[config.mk]
export PLATFORM = sky130hd
export DESIGN_NAME = csc_isqrt
export DESIGN_NICKNAME = d
export VERILOG_FILES = /design/src/sv/cartesian_spherical_converter_assert.svh /design/src/sv/csc_pkg.sv /design/src/sv/csc_isqrt.sv
export SDC_FILE = /design/constraint.sdc
export NUM_CORES = 2
export LEC_CHECK = 0
export BUFFER_PORTS_ARGS = -buffer_cell sky130_fd_sc_hd__buf_2
export CORE_AREA = 4 4 498 500
export DETAILED_ROUTE_END_ITERATION = 12
export DIE_AREA = 0 0 502 504
export GPL_ROUTABILITY_DRIVEN = 1
export PLACE_DENSITY = 0.63
export SYNTH_ARGS = -nofsm -noshare
export SYNTH_HDL_FRONTEND = slang
export SYNTH_SLANG_ARGS = --single-unit
[constraint.sdc]
create_clock -name clk -period 7.2 [get_ports clk]
set_input_delay 1.44 -clock clk [delete_from_list [all_inputs] [get_ports clk]]
set_output_delay 1.44 -clock clk [all_outputs]
set_load 0.02 [all_outputs]
[src/sv/cartesian_spherical_converter_assert.svh]
// assertion macros for the coordinate converter
`ifndef CARTESIAN_SPHERICAL_CONVERTER_ASSERT_SVH
`define CARTESIAN_SPHERICAL_CONVERTER_ASSERT_SVH

`ifndef SYNTHESIS
`define CSC_ASSERT_NOW(lbl, clk, rst, ante, cons, msg) \
  lbl: assert property (@(posedge clk) disable iff (rst) (ante) |-> (cons)) else $error(msg);
`define CSC_ASSERT_NEXT(lbl, clk, rst, ante, cons, msg) \
  lbl: assert property (@(posedge clk) disable iff (rst) (ante) |=> (cons)) else $error(msg);
`else
`define CSC_ASSERT_NOW(lbl, clk, rst, ante, cons, msg)
`define CSC_ASSERT_NEXT(lbl, clk, rst, ante, cons, msg)
`endif

`endif

[src/sv/csc_pkg.sv]
package csc_pkg;

  typedef struct packed {
    logic              mode;
    logic signed [31:0] coord_a;
    logic signed [31:0] coord_b;
    logic signed [31:0] coord_c;
  } item_t;

  typedef struct packed {
    logic signed [31:0] result_a;
    logic signed [31:0] result_b;
    logic signed [31:0] result_c;
    logic              overflow;
  } result_t;

  localparam int SQRT_STAGES = 32;
  localparam int VEC_W = 52;
  localparam int ROT_W = 34;

  localparam logic signed [31:0] PI_Q28      = 32'sd843314856;
  localparam logic signed [31:0] HALF_PI_Q28 = 32'sd421657428;
  localparam logic signed [31:0] TWO_PI_Q28  = 32'sd1686629712;
  localparam logic signed [31:0] GAIN_Q30    = 32'sd652032874;
  localparam logic signed [31:0] SAT_MAX     = 32'sh7FFFFFFF;
  localparam logic signed [31:0] SAT_MIN     = 32'sh80000000;

  // atan(2^-i) in Q3.28
  localparam logic signed [31:0] ATAN_TAB [32] = '{
    32'sd210828714, 32'sd124459457, 32'sd65760959, 32'sd33381290, 32'sd16755422,
    32'sd8385879, 32'sd4193963, 32'sd2097109, 32'sd1048571, 32'sd524287,
    32'sd262144, 32'sd131072, 32'sd65536, 32'sd32768, 32'sd16384, 32'sd8192,
    32'sd4096, 32'sd2048, 32'sd1024, 32'sd512, 32'sd256, 32'sd128, 32'sd64,
    32'sd32, 32'sd16, 32'sd8, 32'sd4, 32'sd2, 32'sd1, 32'sd0, 32'sd0, 32'sd0
  };

  function automatic logic over32(input logic signed [37:0] v);
    over32 = (v > 38'sd2147483647) || (v < -38'sd2147483648);
  endfunction

  function automatic logic signed [31:0] sat32(input logic signed [37:0] v);
    if (v > 38'sd2147483647) begin
      sat32 = SAT_MAX;
    end else if (v < -38'sd2147483648) begin
      sat32 = SAT_MIN;
    end else begin
      sat32 = 32'(v);
    end
  endfunction

endpackage

[src/sv/csc_isqrt.sv]
module csc_isqrt (
  input  logic        clk,
  input  logic        en,
  input  logic [63:0] radicand,
  output logic [31:0] root
);
  import csc_pkg::*;

  logic [63:0] rem_q [SQRT_STAGES];
  logic [63:0] res_q [SQRT_STAGES];

  // one result bit per stage, floor root
  for (genvar k = 0; k < SQRT_STAGES; k++) begin : g_stage
    localparam int Sh = 2 * (SQRT_STAGES - 1 - k);
    logic [63:0] v_in;
    logic [63:0] r_in;
    logic [64:0] trial;

    if (k == 0) begin : g_first
      assign v_in = radicand;
      assign r_in = '0;
    end else begin : g_next
      assign v_in = rem_q[k-1];
      assign r_in = res_q[k-1];
    end

    assign trial = {1'b0, r_in} + (65'd1 << Sh);

    always_ff @(posedge clk) begin
      if (en) begin
        if ({1'b0, v_in} >= trial) begin
          rem_q[k] <= v_in - trial[63:0];
          res_q[k] <= (r_in >> 1) + (64'd1 << Sh);
        end else begin
          rem_q[k] <= v_in;
          res_q[k] <= r_in >> 1;
        end
      end
    end
  end

  assign root = res_q[SQRT_STAGES-1][31:0];

endmodule

Word-level counts from Yosys, hierarchy flattened
Memories as Yosys holds them, arrays and structs flattened. Index checks and enable logic that the tools add are counted.

Memories: 2. Logic and storage cells: 448. Bits in read-only memories: 0. Latch bits: 0. Register bits: 0. Output and inout port bits: 32. Memory bits (writable): 4096. Input bits: 66.

Memory list: rem_q (depth 32, width 64, read ports 31, clocked after memory_dff 0, wr ports 32, RTL line csc_isqrt.sv:9) `logic [63:0] rem_q [SQRT_STAGES];`; res_q (depth 32, width 64, read ports 32, clocked after memory_dff 0, wr ports 32, RTL line csc_isqrt.sv:10) `logic [63:0] res_q [SQRT_STAGES];`.

Multiplexer cells: 256. Shift operators: 0. Multipliers: 0. Bitwise logic cells: 64. Magnitude comparators: 32. Eq/ne operators: 0. Div/mod/pow operators: 0. Add/subtract/negate cells: 94. Reduce and logical (&&, ||, !) cells: 0.

Operators by type and width (count): $mux W64 (64); $ge A64 B65 Y1 (31); $sub A64 B64 Y64 (31); $mux W1 (192); $add A64 B1 Y65 const B (1); $add A64 B11 Y65 const B (1); $add A64 B13 Y65 const B (1); $add A64 B15 Y65 const B (1); $add A64 B17 Y65 const B (1); $add A64 B19 Y65 const B (1); $add A64 B21 Y65 const B (1); $add A64 B23 Y65 const B (1); $add A64 B25 Y65 const B (1); $add A64 B27 Y65 const B (1); $add A64 B29 Y65 const B (1); $add A64 B3 Y65 const B (1); $add A64 B31 Y65 const B (1); $add A64 B33 Y65 const B (1); $add A64 B35 Y65 const B (1); $add A64 B37 Y65 const B (1); $add A64 B39 Y65 const B (1); $add A64 B41 Y65 const B (1); $add A64 B43 Y65 const B (1); $add A64 B45 Y65 const B (1); 45 further kinds (108).

Logic depth before layout (Yosys ltp)
An unclocked memory read counts as a cell.

Word-level depth: 7. Mapped depth: 15. Depth with buffers taken out: 13.

Worst setup path before layout
OpenSTA, ideal clock, no wires.

Path type: input -> register. Start point: in en. End point: mem rem_q[26][0] (netlist: rem_q[1][640]) (enable). Required time: 6718 ps. Setup time: 482 ps. Slack: 1957 ps. Stages on the path: 4. Data arrival time: 4761 ps. Path buffers: 4. Cell sequence: clkbuf_1 > clkbuf_1 > clkbuf_1 > clkbuf_1.

RTL lines: start: declaration (RTL line csc_isqrt.sv:3) `input logic en,`; end: declaration (RTL line csc_isqrt.sv:9).

==> key figures <==
Critical path
  • Max incr delay on CP: 1.06 ns
  • CP Data Required Time: 7.88 ns
  • RR Startpoint: rem_q[1][892]$_DFFE_PP_
  • Critical path buffers and inverters: 0
  • Worst path cell trace: nor2_1 -> nand3_1 -> nor4_2 -> nand4_1 -> nor2_1 -> or3_1 -> and3_1 -> nand4b_1 -> xnor2_1
  • Crit Path Max Fanout: 10
  • Crit path max-delay family: simple AND/OR/NAND/NOR gates
  • Worst setup EP type: register
  • R2r endpoint: rem_q[1][954]$_DFFE_PP_
  • Setup slack, reg-to-reg: 2.16 ns
  • Crit-path slowest cell: nor4_2
  • Reg2Reg Depth: 9
  • WP data arrival: 5.72 ns
  • Critical path's most frequent cell: nor2_1
  • Critical Setup Path Class: register to register
  • Setup crit start kind: register

Yosys
  • Syn Nets: 10.4k
  • Mapped Area: 0.121 sq mm
  • Library cells used by synthesis: 85
  • Sequential area share after synthesis: 0.623
  • Post-synth EDFFs: 2512
  • Cell count after synthesis: 9729
  • Syn avg cell area: 12.4 sq um
  • Yosys reg bits: 2512
  • Top FF cell, synth: edfxtp_1
  • Top cells by area, synth: edfxtp_1 (62%), ha_1 (5.8%), xnor2_1 (3.4%)
  • Share of the synthesized area in the top cell type: 0.623
  • Synth warnings: 0
  • Asr flop ratio synth: 0
  • Post-synth top area cell: edfxtp_1

Detailed routing
  • Post-DRT Antenna Nets: 0
  • Initial DRC Count: 8300
  • DRC: 0
  • Final wirelength: 318000 microns
  • Vias per std cell: 5.88
  • Detailed Routing Iterations Pass 1: 6
  • Vias post-DR: 78.6k
  • Avg WL per Cell: 23.8 microns

Clocking
  • Htree depth: 5
  • CTS resizes: 0
  • CTS Hold Bufs: 0
  • Num CTS Buffers: 292
  • Clock Latency Late Sink: 0.98 ns
  • CTS tree: done
  • Setup Fix Bufs, Post-CTS: 0
  • Clock sink total: 2512
  • Worst-path clk slew: 0.06 ns
  • Clk root buf: clkbuf_16
  • CTS Buffer Depth: 4

Die
  • Die Ht: 504 microns
  • Starting Density: 0.498
  • Die Wd: 502 microns
  • I/O Pins: 98
  • Row cnt: 181
  • Area of the die: 0.253 sq mm
  • Core area: 0.243 sq mm

Pwr
  • Static Leakage: 49.9 nW
  • P per Cell Area: 322 mW/mm^2
  • Peak VDD IR: 209 uV
  • Total Power Consumption: 43.3 mW

Timing
  • Period minus WS final: 5.04 ns
  • Endpoints failing setup: 0
  • Setup TNS: 0 ns
  • Final Cycle Share: 0.700
  • Final hold vios: 0
  • Fmax: 0.198 GHz
  • Final slew viol count: 0
  • Final setup skew: 0.116 ns
  • Hold slack: 0.390 ns
  • RSZ-0062 raised after global routing: false
  • Slew HR: 0.122
  • Slew @ Worst Pin: 1.31 ns

Job
  • Max-cap violation count: 0

Global route
  • Largest net degree at the start of global routing: 194
  • First-pass GRT wire length: 474000 microns
  • Total GRT Usage: 0.247
  • Vias in the first global route: 74.9k
  • Initial antenna violation count: 11
  • Overflow after GRT: 0

Finish
  • Commonest non-fill, non-tap cells in the layout: edfxtp_1 (2512), nand2_1 (737), inv_1 (669), nor2_1 (560), ha_1 (558)
  • Multi-input gate area: 0.0424 sq mm
  • Design Area, Final: 0.135 sq mm
  • Fill count: 19.9k
  • Layout cell share with drive strength beyond 1: 0.0700
  • Commonest non-fill, non-tap cell in the layout: edfxtp_1
  • Register area: 0.0754 sq mm
  • Final cell count without fillers: 13.4k
  • Synth-to-Final Area Change: 11.2%
  • Nets@finish: 10.6k

Worst hold path
  • HP Start: res_q[0][496]$_DFFE_PP_
  • Worst hold path type: register to register
  • Hold Path Sink: res_q[0][559]$_DFFE_PP_
  • Hold depth: 0

Placement
  • Placer Congestion: 0.934
  • Detailed placer's ending HPWL: 240000 microns
  • Cell total after placement: 12.9k
  • PortBufs: 97
  • Post-DP Area: 0.125 sq mm

Outcome
  • Status: completed
## report_power, final
part	total [mW]	internal, mW	switching, mW
Combinational	8.81	3.45	5.36
Sequential	20.2	18.5	1.69
Clock	14.3	8.54	5.77
Total	43.3	30.5	12.8
## how the worst max path moves through the flow
stage | startpoint | endpoint | slack (ns) | cells after the start
floorplan | en | rem_q[1][640]$_DFFE_PP_ | 1.96 | 4
global placement | en | rem_q[0][254]$_DFFE_PP_ | 2.04 | 7
detailed placement | en | rem_q[0][254]$_DFFE_PP_ | 2.08 | 7
CTS | rem_q[1][432]$_DFFE_PP_ | rem_q[1][498]$_DFFE_PP_ | 2.50 | 11
global route | rem_q[1][892]$_DFFE_PP_ | rem_q[1][954]$_DFFE_PP_ | 2.14 | 9
finish | rem_q[1][892]$_DFFE_PP_ | rem_q[1][954]$_DFFE_PP_ | 2.16 | 9
## metal layers
layer / part of all wire / global-route usage / up-vias
met5: 0 / 0 / -
met4: 0.035 / 0.0834 / 0
met3: 0.079 / 0.0503 / 493
met2: 0.43 / 0.361 / 2720
met1: 0.46 / 0.366 / 38398
li1: - / - / 36956
## registers in the layout, indices dropped and copies added, names as in the netlist
| signal | count |
|---|---|
| rem_q | 1984 |
| res_q | 528 |
## cells by family after synthesis
logic type               share of synthesized area
multiplexers                               0.00693
buffers and inverters                       0.0278
AND/OR/NAND/NOR                              0.128
XOR/XNOR                                    0.0648
flip-flops                                   0.623
adder cells (fa/ha/maj)                     0.0577
AO/OA/AOI/OAI                               0.0915
## worst reg2reg max path: stages (launching register included)
cell      delay, ns
edfxtp_1       0.44
nor2_1         1.02
nand3_1        0.25
nor4_2         1.06
nand4_1        0.44
nor2_1         0.18
or3_1          0.42
and3_1         0.60
nand4b_1       0.19
xnor2_1        0.19
## synthesized netlist by cell type, types with 201 or more instances
| master | instances |
|---|---|
| a21o_1 | 229 |
| a21oi_1 | 518 |
| clkbuf_1 | 201 |
| edfxtp_1 | 2512 |
| ha_1 | 558 |
| inv_1 | 670 |
| nand2_1 | 737 |
| nor2_1 | 561 |
| nor3_1 | 269 |
| nor4_1 | 370 |
| o21ai_0 | 524 |
| xnor2_1 | 473 |
| xor2_1 | 422 |
## final cells by class
cell class | count | share of cell area
clock inverter | 152 | 0.0114
sequential | 2512 | 0.561
multi-input combinational | 6326 | 0.315
inverter | 671 | 0.0187
timing repair buffer | 158 | 0.00814
tap | 3202 | 0.0298
clock buffer | 348 | 0.0566
antenna | 4 | 0.0000744
## stage by stage
stage	utilization	setup slack [ns]
3_3_place_gp	0.516	2.04
4_1_cts	0.554	2.50
3_5_place_dp	0.516	2.08
2_1_floorplan	-	1.96
5_1_grt	0.554	2.14
6_report	0.554	2.16
Power figures use the tool's default switching activity.
